### src/rtl/calu8_pkg.sv
// Shared types and constants for the 8-bit ALU with flag register.
package calu8_pkg;

  localparam int unsigned DataW   = 8;
  localparam int unsigned OpW     = 5;
  localparam int unsigned BitIdxW = 3;

  // Stream packing widths
  localparam int unsigned InTdataW   = 24;  // a, b, bit index, check zero, pad
  localparam int unsigned OutTdataW  = 16;  // result, Z, N, H, C, pad
  localparam int unsigned InPadW     = InTdataW - (2 * DataW + BitIdxW + 1);
  localparam int unsigned OutPadW    = OutTdataW - (DataW + 4);

  typedef enum logic [OpW-1:0] {
    OP_ADD  = 5'd0,
    OP_ADC  = 5'd1,
    OP_SUB  = 5'd2,
    OP_SBC  = 5'd3,
    OP_AND  = 5'd4,
    OP_XOR  = 5'd5,
    OP_OR   = 5'd6,
    OP_CP   = 5'd7,
    OP_INC  = 5'd8,
    OP_DEC  = 5'd9,
    OP_RLC  = 5'd10,
    OP_RRC  = 5'd11,
    OP_RL   = 5'd12,
    OP_RR   = 5'd13,
    OP_SLA  = 5'd14,
    OP_SRA  = 5'd15,
    OP_SWAP = 5'd16,
    OP_BIT  = 5'd17,
    OP_RES  = 5'd18,
    OP_SET  = 5'd19,
    OP_CPL  = 5'd20,
    OP_SCF  = 5'd21,
    OP_CCF  = 5'd22
  } opcode_e;

  typedef struct packed {
    logic z;
    logic n;
    logic h;
    logic c;
  } flags_t;

endpackage

### src/rtl/cpu_alu_8bit_with_flags_top.sv
// 8-bit ALU with Z/N/H/C flag register, stream in and stream out.
//
//  channel  | dir | tdata (low bit up)                               | tuser
//  s_axis   | in  | operand_a[7:0] operand_b[15:8] bit_index[18:16] | opcode[4:0]
//           |     | check_zero[19] zero[23:20]                       |
//  m_axis   | out | result[7:0] Z[8] N[9] H[10] C[11] zero[15:12]    | write_back[0]
//
// One request per cycle sustained while the output is not stalled; a request
// passes through the input register, then ALU logic into the output register.
// The flag register updates when a request moves into the output register, so
// the next request sees the new flags with no bubble.
// Reset clears the valid bits and the flags to zero.
// An output stall holds the result; one more request waits in the input
// register, after which s_axis_tready drops.
module cpu_alu_8bit_with_flags_top (
  input  logic                           clk_i,
  input  logic                           rst_ni,
  input  logic                           s_axis_tvalid,
  output logic                           s_axis_tready,
  // operand_a, operand_b, bit_index, check_zero (lowest first), zero padded
  input  logic [calu8_pkg::InTdataW-1:0] s_axis_tdata,
  // opcode
  input  logic [calu8_pkg::OpW-1:0]      s_axis_tuser,
  output logic                           m_axis_tvalid,
  input  logic                           m_axis_tready,
  // result, zero_flag, subtract_flag, half_carry_flag, carry_flag, zero padded
  output logic [calu8_pkg::OutTdataW-1:0] m_axis_tdata,
  // write_back
  output logic                           m_axis_tuser
);
  import calu8_pkg::*;

  // input register
  logic               in_valid_q;
  logic [OpW-1:0]     op_q;
  logic [DataW-1:0]   a_q;
  logic [DataW-1:0]   b_q;
  logic [BitIdxW-1:0] bidx_q;
  logic               cz_q;

  // output register and flag state
  logic               out_valid_q;
  logic [DataW-1:0]   res_q;
  logic               wb_q;
  flags_t             flags_q;
  flags_t             flags_d;
  logic [DataW-1:0]   res_d;
  logic               wb_d;

  logic in_accept;
  logic advance;

  assign advance       = in_valid_q && (!out_valid_q || m_axis_tready);
  assign s_axis_tready = !in_valid_q || advance;
  assign in_accept     = s_axis_tvalid && s_axis_tready;

  always_ff @(posedge clk_i or negedge rst_ni) begin
    if (!rst_ni) begin
      in_valid_q <= 1'b0;
    end else if (in_accept) begin
      in_valid_q <= 1'b1;
    end else if (advance) begin
      in_valid_q <= 1'b0;
    end
  end

  always_ff @(posedge clk_i) begin
    if (in_accept) begin
      a_q    <= s_axis_tdata[DataW-1:0];
      b_q    <= s_axis_tdata[2*DataW-1:DataW];
      bidx_q <= s_axis_tdata[2*DataW+BitIdxW-1:2*DataW];
      cz_q   <= s_axis_tdata[2*DataW+BitIdxW];
      op_q   <= s_axis_tuser;
    end
  end

  // ALU
  logic [DataW:0]   sum9;
  logic [DataW:0]   diff9;
  logic [4:0]       hsum5;
  logic [4:0]       hdiff5;
  logic             cin_add;
  logic             cin_sub;
  logic [DataW-1:0] bit_mask;
  logic             rot_c;

  always_comb begin
    cin_add  = (opcode_e'(op_q) == OP_ADC) ? flags_q.c : 1'b0;
    cin_sub  = (opcode_e'(op_q) == OP_SBC) ? flags_q.c : 1'b0;
    sum9     = {1'b0, a_q} + {1'b0, b_q} + {{DataW{1'b0}}, cin_add};
    hsum5    = {1'b0, a_q[3:0]} + {1'b0, b_q[3:0]} + {4'd0, cin_add};
    diff9    = {1'b0, a_q} - {1'b0, b_q} - {{DataW{1'b0}}, cin_sub};
    hdiff5   = {1'b0, a_q[3:0]} - {1'b0, b_q[3:0]} - {4'd0, cin_sub};
    bit_mask = {{(DataW-1){1'b0}}, 1'b1} << bidx_q;
    rot_c    = a_q[0];

    res_d   = a_q;
    wb_d    = 1'b1;
    flags_d = flags_q;

    case (opcode_e'(op_q))
      OP_ADD, OP_ADC: begin
        res_d   = sum9[DataW-1:0];
        flags_d = '{z: (sum9[DataW-1:0] == '0), n: 1'b0, h: hsum5[4], c: sum9[DataW]};
      end
      OP_SUB, OP_SBC, OP_CP: begin
        res_d   = diff9[DataW-1:0];
        flags_d = '{z: (diff9[DataW-1:0] == '0), n: 1'b1, h: hdiff5[4], c: diff9[DataW]};
        wb_d    = (opcode_e'(op_q) != OP_CP);
      end
      OP_AND: begin
        res_d   = a_q & b_q;
        flags_d = '{z: ((a_q & b_q) == '0), n: 1'b0, h: 1'b1, c: 1'b0};
      end
      OP_XOR: begin
        res_d   = a_q ^ b_q;
        flags_d = '{z: ((a_q ^ b_q) == '0), n: 1'b0, h: 1'b0, c: 1'b0};
      end
      OP_OR: begin
        res_d   = a_q | b_q;
        flags_d = '{z: ((a_q | b_q) == '0), n: 1'b0, h: 1'b0, c: 1'b0};
      end
      OP_INC: begin
        res_d   = a_q + 8'd1;
        flags_d = '{z: (a_q == 8'hFF), n: 1'b0, h: (a_q[3:0] == 4'hF), c: flags_q.c};
      end
      OP_DEC: begin
        res_d   = a_q - 8'd1;
        flags_d = '{z: (a_q == 8'h01), n: 1'b1, h: (a_q[3:0] == 4'h0), c: flags_q.c};
      end
      OP_RLC, OP_RRC, OP_RL, OP_RR: begin
        case (opcode_e'(op_q))
          OP_RLC: begin
            res_d = {a_q[DataW-2:0], a_q[DataW-1]};
            rot_c = a_q[DataW-1];
          end
          OP_RL: begin
            res_d = {a_q[DataW-2:0], flags_q.c};
            rot_c = a_q[DataW-1];
          end
          OP_RRC:  res_d = {a_q[0], a_q[DataW-1:1]};
          default: res_d = {flags_q.c, a_q[DataW-1:1]};
        endcase
        // accumulator forms (check_zero low) keep Z clear
        flags_d = '{z: cz_q && (res_d == '0), n: 1'b0, h: 1'b0, c: rot_c};
      end
      OP_SLA: begin
        res_d   = {a_q[DataW-2:0], 1'b0};
        flags_d = '{z: (a_q[DataW-2:0] == '0), n: 1'b0, h: 1'b0, c: a_q[DataW-1]};
      end
      OP_SRA: begin
        res_d   = {a_q[DataW-1], a_q[DataW-1:1]};
        flags_d = '{z: (a_q[DataW-1:1] == '0), n: 1'b0, h: 1'b0, c: a_q[0]};
      end
      OP_SWAP: begin
        res_d   = {a_q[3:0], a_q[7:4]};
        flags_d = '{z: (a_q == '0), n: 1'b0, h: 1'b0, c: 1'b0};
      end
      OP_BIT: begin
        wb_d    = 1'b0;
        flags_d = '{z: ((a_q & bit_mask) == '0), n: 1'b0, h: 1'b1, c: flags_q.c};
      end
      OP_RES:  res_d = a_q & ~bit_mask;
      OP_SET:  res_d = a_q | bit_mask;
      OP_CPL: begin
        res_d   = ~a_q;
        flags_d = '{z: flags_q.z, n: 1'b1, h: 1'b1, c: flags_q.c};
      end
      OP_SCF: begin
        wb_d    = 1'b0;
        flags_d = '{z: flags_q.z, n: 1'b0, h: 1'b0, c: 1'b1};
      end
      OP_CCF: begin
        wb_d    = 1'b0;
        flags_d = '{z: flags_q.z, n: 1'b0, h: 1'b0, c: !flags_q.c};
      end
      default: wb_d = 1'b0;  // unused codes: no operation
    endcase
  end

  always_ff @(posedge clk_i or negedge rst_ni) begin
    if (!rst_ni) begin
      out_valid_q <= 1'b0;
      flags_q     <= '0;
    end else begin
      if (advance) begin
        out_valid_q <= 1'b1;
        flags_q     <= flags_d;
      end else if (m_axis_tready) begin
        out_valid_q <= 1'b0;
      end
    end
  end

  always_ff @(posedge clk_i) begin
    if (advance) begin
      res_q <= res_d;
      wb_q  <= wb_d;
    end
  end

  // output flags are the current flag register, which loads with the result
  assign m_axis_tvalid = out_valid_q;
  assign m_axis_tdata  = {{OutPadW{1'b0}}, flags_q.c, flags_q.h, flags_q.n, flags_q.z,
                          res_q};
  assign m_axis_tuser  = wb_q;

endmodule

### config.mk
export PLATFORM = sky130hd
export DESIGN_NAME = cpu_alu_8bit_with_flags_top
export DESIGN_NICKNAME = d
export VERILOG_FILES = /design/src/rtl/calu8_pkg.sv /design/src/rtl/cpu_alu_8bit_with_flags_top.sv
export SDC_FILE = /design/constraint.sdc
export NUM_CORES = 1
export LEC_CHECK = 0
export BUFFER_PORTS_ARGS = -buffer_cell sky130_fd_sc_hd__buf_2
export CAP_MARGIN = 20
export CORE_ASPECT_RATIO = 1.5
export CORE_UTILIZATION = 25
export DETAILED_ROUTE_END_ITERATION = 16
export PLACE_DENSITY = 0.45
export SLEW_MARGIN = 20
export SYNTH_ARGS = -nofsm -noshare
export SYNTH_HDL_FRONTEND = slang
export SYNTH_SLANG_ARGS = --single-unit
export TNS_END_PERCENT = 30
### constraint.sdc
create_clock -name clk_i -period 3.65 [get_ports clk_i]
set_clock_uncertainty 0.05 [all_clocks]
set_input_delay 0.73 -clock clk_i [delete_from_list [all_inputs] [get_ports clk_i]]
set_output_delay 0.73 -clock clk_i [all_outputs]
set_load 0.03 [all_outputs]
==> results of run 1 <==
[layout by cell type, fill, tap and decap left out, types with 8 or more instances in the layout]
cell type,synthesis,layout
nand2b_1,8,8
a22oi_1,11,11
o21ai_0,18,18
nor2b_1,9,9
buf_4,7,32
nand3_1,15,15
edfxtp_1,34,34
buf_2,11,43
nor2_1,39,39
mux2i_1,9,9
inv_1,30,30
a21oi_1,21,21
ha_1,34,34
o22ai_1,11,11
nand2_1,39,39
nor3_1,13,13
nand4_1,10,10
[per-layer routing]
| metal | global-route usage | vias to the layer above | routed length [um] |
|---|---|---|---|
| met4 | 0.145 | 0 | 1270 |
| met1 | 0.231 | 2112 | 6720 |
| met5 | 0 | - | 0 |
| met3 | 0.0245 | 56 | 787 |
| li1 | - | 1965 | - |
| met2 | 0.387 | 200 | 9570 |
[cell families (layout without fill, tap and decap cells)]
group	count (synthesis)	after routing	share of synthesized area
compound gates	145	145	0.244
mux	11	11	0.0298
fa+ha+maj	38	38	0.118
buf+inv	65	113	0.0769
simple gates	181	181	0.228
other cells	1	4	0.000876
flops	40	40	0.274
xor+xnor	14	14	0.0286
[flip-flops by register name, indices dropped and copies added (netlist names)]
register / count
a_q: 8
b_q: 8
res_q: 8
op_q: 5
m_axis_tdata: 4
bidx_q: 3
cz_q: 1
in_valid_q: 1
m_axis_tuser: 1
m_axis_tvalid: 1
[critical path, delay by kind of cell, from the launching register on]
family / cells / cell delay [ns]
AO/OA/AOI/OAI: 2 / 0.62
adder cells (fa/ha/maj): 2 / 0.68
buffers and inverters: 1 / 0.07
flip-flops: 1 / 0.42
AND/OR/NAND/NOR: 6 / 1.34
[report_power, final]
part           switching (uW)  internal, uW  total [uW]
clock                     222           326         548
sequential               32.1           549         581
combinational             434           231         665
total                     688          1110        1790
[stage by stage]
| stage | total power (uW) | util |
|---|---|---|
| floorplan | 1020 | - |
| global placement | 1240 | 0.286 |
| detailed placement | 1250 | 0.286 |
| CTS | 1800 | 0.296 |
| global route | 1870 | 0.296 |
| finish | 1790 | 0.296 |
[final timing paths]
check,to,depth (start not counted),startpoint,slack (ns)
min in group clk_i,m_axis_tdata[10],2,m_axis_tdata[10],0.45
min reg2reg,m_axis_tdata[10],2,m_axis_tdata[10],0.45
max,res_q[6],11,op_q[2],0.26
max reg2reg,res_q[6],11,op_q[2],0.26
min,in_valid_q,1,rst_ni,0.20
max in group asynchronous,m_axis_tdata[11],1,rst_ni,3.19
[cell type report]
type	count	area, um^2
fillers	1798	11800
clock buffers	5	125
inverters	30	113
flip-flops and latches	40	1170
multi-input cells	393	2790
clock inverters	3	46.3
well taps	210	263
repair buffers	75	455
==> impl_metrics.csv, run 1 <==
group,metric,value,unit
sta,slew-limit-headroom,0.388,
setup_path,critical_path.max_fanout,3,
cells_and_area,layoutNonFillerInstCount,756,
routing,drt_first_pass_iters,6,
setup_path,cp.required,3.69,ns
floorplanning,die-area,17700,um^2
setup_path,max_stage_delay,0.42,ns
cts,cts.sink_count,40,
logic_synthesis,syn_inst,495,
hold_path,hold_path.class,"primary input to async pin",
setup_path,worstPathArrival,3.43,ns
routing,ant_nets,0,
logic_synthesis,synth.yosys.seq_area_share,0.274,
grt,track_usage,0.215,
cts,cts_resized,0,
routing,wl_per_cell,24.3,um
placed_design,dpl_worst_slack,0.342,ns
routing,drt-total-wl,18.3,mm
cells_and_area,area_growth,16.0,%
cts,cts_hold_buf,0,
sta,final-setup-viol-count,0,
floorplanning,chipWidth,109,um
power,p_leak,0.00196,uW
grt,grt_max_degree,35,
floorplanning,io-pin-count,52,
setup_path,end_kind,"flip-flop",
cts,cts_setup_buffers,0,
sta,drv_slew,0,
routing,avgViaCountPerCell,5.73,
cts,clk_latency,0.30,ns
setup_path,critical_path_class,"flip-flop to flip-flop",
cells_and_area,drive_above_1_share,0.179,
logic_synthesis,yosys.area.top_type,"edfxtp_1",
grt,grt_pass1_vias,4249,
floorplanning,coreArea,16800,um^2
cts,cts_buffer_depth,2,
power,peakVddDrop,0.146,mV
cts,clockRootBuffer,"clkbuf_16",
logic_synthesis,syn-cell-area,4280,um^2
cells_and_area,nets,616,
floorplanning,floorplan.initialDensity,0.255,
placed_design,dp_hpwl,14.3,mm
placed_design,placed_cells,748,
setup_path,crit_path_start_kind,"flip-flop",
logic_synthesis,synth_edf_count,34,
cells_and_area,diodes,0,
logic_synthesis,synth_common_cells,"nand2_1, nor2_1, edfxtp_1, ha_1, inv_1",
logic_synthesis,synth-main-ff-cell,"edfxtp_1",
logic_synthesis,ys.warnings.count,0,
floorplanning,rows,58,
grt,grt_pass1_wl,27.2,mm
sta,timing.fmax,295,MHz
cells_and_area,final_area,4960,um^2
routing,vias,4333,
setup_path,crit_path_top_delay_cell,"edfxtp_1",
placed_design,place_congestion,0.979,
cts,cts.htree.levels,2,
sta,finalCriticalPeriod,3.39,ns
cts,cts_buffers,5,
sta,hold_violations,0,
grt,overflow,0,
placed_design,io_buffers,43,
power,power.density,361,nW/um^2
run_status,status,"finished clean",
cts,clkTransAtPathRegs,0.07,ns
grt,antenna_found_initial,0,
routing,drt_iter0_markers,434,
sta,hold_ws,0.202,ns
logic_synthesis,synth_area_leaders,"edfxtp_1, ha_1, dfrtp_1, nand2_1, nor2_1",
logic_synthesis,synthArstFlopShare,0.150,
logic_synthesis,netlist.area_leader.share,0.239,
setup_path,worstPathCellList,"nor3b_1 > and3_1 > fa_1 > inv_1 > fa_1 > nand2b_1 > a211oi_1 > nor4_1 > nor3_1 > nand2_1 > a41oi_1",
sta,final.setup.worst_slack,0.259,ns
cts,cts_tree,"built",
sta,rsz0062_at_grt,"no",
sta,fin_tns_setup,0,ns
logic_synthesis,avgSynthCellArea,8.65,um^2
sta,fin_crit_sh,0.929,
job,max_cap_violations,0,
logic_synthesis,synth-seq-cells,40,
setup_path,cp_common_cell,"fa_1",
placed_design,dpl_cell_area,4790,um^2
floorplanning,die_y,162,um
sta,worst_pin_slew,0.917,ns
routing,route.detailed.drc,0,
logic_synthesis,yosysUniqueCellTypes,80,
No activity file was read; power rests on OpenSTA's default activity.
==> run 2: changes to the inputs <==
==> constraint.sdc (replaced) <==
create_clock -name clk_i -period 3.65 [get_ports clk_i]
set_clock_uncertainty 0.05 [all_clocks]
set_input_delay 0.9125 -clock clk_i [delete_from_list [all_inputs] [get_ports clk_i]]
set_output_delay 0.9125 -clock clk_i [all_outputs]
set_load 0.1 [all_outputs]
==> impl_metrics.csv, run 2 (synthesis results as in run 1) <==
group,metric,value,unit
run_status,status,"finished clean",
setup_path,cp.required,3.57,ns
sta,hold_violations,0,
routing,ant_nets,0,
power,p_leak,0.00199,uW
routing,avgViaCountPerCell,5.62,
cells_and_area,final_cell_mix,"buf_2, nor2_1, nand2_1",
grt,antenna_found_initial,0,
floorplanning,chipWidth,109,um
cts,clockRootBuffer,"clkbuf_16",
floorplanning,die_y,162,um
grt,grt_max_degree,35,
hold_path,hold_path.class,"primary input to async pin",
cells_and_area,drive_above_1_share,0.188,
setup_path,worstPathCellList,"nor2b_1 > nand4_1 > buf_4 > fa_1 > fa_1 > o21ai_1 > and2b_1 > xnor2_1 > a2111oi_0 > nand4_1",
cells_and_area,layoutNonFillerInstCount,762,
power,peakVddDrop,0.149,mV
routing,drt_iter0_markers,332,
cts,clk_latency,0.30,ns
sta,slew-limit-headroom,0.426,
setup_path,crit_path_top_delay_cell,"fa_1",
grt,grt_pass1_wl,27.0,mm
cells_and_area,mostFrequentLayoutCell,"buf_2",
cells_and_area,reg_top3,"a_q (8), b_q (8), res_q (8)",
cts,cts.sink_count,40,
grt,overflow,0,
grt,grt_pass1_vias,4233,
floorplanning,coreArea,16800,um^2
cts,cts_buffer_depth,2,
floorplanning,floorplan.initialDensity,0.255,
power,power.density,386,nW/um^2
sta,worst_pin_slew,0.859,ns
floorplanning,io-pin-count,52,
cells_and_area,final_area,5010,um^2
setup_path,max_stage_delay,0.43,ns
cts,cts_tree,"built",
cts,cts_hold_buf,0,
cells_and_area,diodes,0,
cells_and_area,nets,622,
placed_design,io_buffers,43,
setup_path,crit_path_start_kind,"flip-flop",
sta,fin_crit_sh,0.922,
setup_path,end_kind,"flip-flop",
cts,cts_resized,0,
sta,fin_tns_setup,0,ns
setup_path,r2r_setup_slack,0.29,ns
cts,cts_buffers,5,
sta,final-setup-viol-count,0,
cts,clkTransAtPathRegs,0.07,ns
placed_design,place_congestion,0.973,
sta,rsz0062_at_grt,"no",
floorplanning,die-area,17700,um^2
placed_design,dpl_cell_area,4840,um^2
setup_path,path_buf_inv,1,
sta,finalCriticalPeriod,3.36,ns
cts,cts.htree.levels,2,
setup_path,cpLargestDelayFamily,"adder cells",
job,max_cap_violations,0,
sta,timing.fmax,297,MHz
routing,wl_per_cell,23.9,um
sta,drv_slew,0,
routing,vias,4282,
placed_design,placed_cells,754,
setup_path,critical_path.max_fanout,3,
floorplanning,rows,58,
cells_and_area,area_growth,17.0,%
setup_path,critical_path_class,"flip-flop to flip-flop",
cts,cts_setup_buffers,0,
routing,drt_first_pass_iters,5,
placed_design,dp_hpwl,14.2,mm
grt,track_usage,0.213,
setup_path,worstPathArrival,3.29,ns
routing,route.detailed.drc,0,
routing,drt-total-wl,18.2,mm
==> run 2: path summary, 6_finish.rpt <==
path,cells past startpoint,from,end
max reg2reg,10,op_q[2],res_q[4]
min reg2reg,2,m_axis_tdata[10],m_axis_tdata[10]
min,1,rst_ni,in_valid_q
min in group clk_i,2,m_axis_tdata[10],m_axis_tdata[10]
max,10,op_q[2],res_q[4]
max in group asynchronous,1,rst_ni,m_axis_tdata[11]
==> run 2: worst reg2reg max path: cells and delay by family, from the launching register on <==
kind                     cells  cell delay (ns)
AND/OR/NAND/NOR              4             0.80
buffers and inverters        1             0.18
flip-flops                   1             0.42
adder cells (fa/ha/maj)      2             0.84
XOR/XNOR                     1             0.10
AO/OA/AOI/OAI                2             0.63
==> run 2: report_power, final <==
part	switching, uW	internal (uW)
logic	577	244
registers	31.8	549
clock network	209	326
==> run 2: through the flow <==
stage | util | worst slack [ns] | total power [uW] | hold WS [ns]
6_report | 0.299 | 0.285 | 1940 | 0.384
5_1_grt | 0.299 | 0.0161 | 2030 | 0.390
4_1_cts | 0.299 | 0.325 | 1950 | 0.384
3_5_place_dp | 0.289 | 0.363 | 1400 | 0.433
3_3_place_gp | 0.289 | 0.345 | 1400 | 0.427
2_1_floorplan | - | 0.375 | 1160 | 0.421
==> run 2: cell type report <==
type	count	area [um^2]
timing repair buffer	81	500
clock buffer	5	125
tap	210	263
fill	1801	11800
inverter	30	113
sequential	40	1170
multi-input combinational	393	2790
clock inverter	3	46.3
==> run 2: layer usage <==
| metal | track usage | up-vias | routed length, um |
|---|---|---|---|
| met4 | 0.166 | 0 | 1570 |
| li1 | - | 1970 | - |
| met1 | 0.234 | 2063 | 6690 |
| met5 | 0 | - | 0 |
| met2 | 0.369 | 182 | 9200 |
| met3 | 0.0229 | 67 | 742 |
==> run 3: changes to the inputs <==
CORE_MARGIN = 2   (was default)
MAX_ROUTING_LAYER = met4   (was default)
==> impl_metrics.csv, run 3 (synthesis results as in run 1) <==
group,metric,value,unit
run_status,status,"finished clean",
cells_and_area,drive_above_1_share,0.176,
sta,fin_tns_setup,0,ns
power,pwr-share-seq,0.299,
floorplanning,floorplan.initialDensity,0.255,
cells_and_area,diodes,0,
routing,drt_iter0_markers,287,
cts,cts_buffers,5,
sta,rsz0062_at_grt,"no",
placed_design,place_congestion,1.03,
cts,cts_setup_buffers,0,
cells_and_area,multi_input_area,2790,um^2
placed_design,io_buffers,43,
sta,slew-limit-headroom,0.351,
cells_and_area,fillers,1786,
setup_path,ff2ff_path_depth,8,
cts,cts.sink_count,40,
power,peakVddDrop,0.193,mV
floorplanning,rows,58,
cts,clockRootBuffer,"clkbuf_16",
power,swShare,0.429,
floorplanning,chipWidth,111,um
setup_path,crit_path_start_kind,"flip-flop",
sta,fin_crit_sh,0.903,
cts,clk_latency,0.30,ns
cells_and_area,reg_top3,"a_q (8), b_q (8), res_q (8)",
setup_path,r2r_start,"op_q[0]",
power,power_switching,832,uW
setup_path,end_kind,"flip-flop",
grt,grt_max_degree,28,
sta,timing.fmax,304,MHz
grt,grt_pass1_wl,27.3,mm
cells_and_area,seqCellArea,1170,um^2
power,power.density,392,nW/um^2
setup_path,critical_path_class,"flip-flop to flip-flop",
cells_and_area,final_cell_mix,"buf_2, nor2_1, nand2_1",
power,p_leak,0.00195,uW
hold_path,hold_path.class,"primary input to async pin",
setup_path,critical_path.max_fanout,4,
setup_path,cp.required,3.64,ns
floorplanning,coreArea,16800,um^2
routing,ant_nets,0,
power,comb_power_share,0.418,
sta,worst_pin_slew,0.966,ns
placed_design,dpl_cell_area,4780,um^2
routing,drt-total-wl,18.6,mm
placed_design,dp_hpwl,14.4,mm
cells_and_area,nets,614,
grt,grt_pass1_vias,4332,
sta,drv_slew,0,
cells_and_area,final_area,4950,um^2
job,max_cap_violations,0,
routing,route.detailed.drc,0,
routing,drt_first_pass_iters,5,
floorplanning,die_y,164,um
cells_and_area,mostFrequentLayoutCell,"buf_2",
setup_path,r2r_end,"res_q[3]",
floorplanning,die-area,18200,um^2
sta,final-setup-viol-count,0,
routing,wl_per_cell,24.7,um
floorplanning,io-pin-count,52,
power,internal_power,1110,uW
cells_and_area,area_growth,15.6,%
cts,cts_resized,0,
sta,finalCriticalPeriod,3.29,ns
cts,cts_tree,"built",
cts,cts_buffer_depth,2,
grt,track_usage,0.208,
power,p_clk_frac,0.283,
cts,clkTransAtPathRegs,0.07,ns
cts,cts_hold_buf,0,
setup_path,r2r_setup_slack,0.36,ns
routing,avgViaCountPerCell,5.73,
setup_path,worstPathArrival,3.28,ns
routing,vias,4317,
cts,cts.htree.levels,2,
grt,overflow,0,
grt,antenna_found_initial,0,
sta,hold_violations,0,
-- run 3: cell types whose count changed in the layout (fill, tap and decap cells not counted) --
cell	delta
buf_4	-8
-- run 3: area by class of cell --
cell class,instances,share of cell area
Tap cell,210,0.0531
Clock inverter,3,0.00935
Inverter,30,0.0228
Timing Repair Buffer,73,0.0890
Multi-Input combinational cell,393,0.564
Clock buffer,5,0.0253
Sequential cell,40,0.237
-- run 3: worst max path at each step --
stage	start	end	slack, ns	depth (start not counted)
2_1_floorplan	m_axis_tdata[11]	m_axis_tdata[8]	0.38	9
3_3_place_gp	op_q[2]	m_axis_tdata[8]	0.39	11
3_5_place_dp	op_q[2]	m_axis_tdata[8]	0.40	11
4_1_cts	op_q[2]	m_axis_tdata[8]	0.34	11
5_1_grt	op_q[2]	m_axis_tdata[8]	0.19	11
6_report	op_q[0]	res_q[3]	0.36	8
-- run 3: stage by stage --
step,hold slack [ns],power [uW],setup slack [ns],util,std cells
2_1_floorplan,0.421,1160,0.375,-,498
5_1_grt,0.394,2010,0.192,0.295,754
4_1_cts,0.390,1940,0.341,0.295,754
3_3_place_gp,0.425,1390,0.394,0.285,746
3_5_place_dp,0.429,1390,0.396,0.285,746
6_report,0.381,1940,0.355,0.295,754
-- run 3: power groups by stage --
| stage | clock [uW] | combinational (uW) | sequential, uW |
|---|---|---|---|
| global route | 576 | 854 | 585 |
| detailed placement | 0 | 798 | 591 |
| floorplan | 0 | 399 | 758 |
| CTS | 560 | 801 | 581 |
| global placement | 0 | 799 | 590 |
| finish | 549 | 809 | 580 |
-- run 3: metal layers --
layer	GRT usage	part of all wire	routed length (um)
met1	0.215	0.37	6910
met2	0.378	0.52	9700
met3	0.0159	0.037	684
met4	0.140	0.071	1310
met5	-	0	0
-- run 3: critical path, cell delays in order (launching register included) --
cell and delay (ns):
edfxtp_1 0.43, nor3b_1 0.18, and3_1 0.21, fa_1 0.43
a211oi_1 0.57, nor2_1 0.13, xor2_1 0.18, a221o_1 0.36
or4_1 0.49
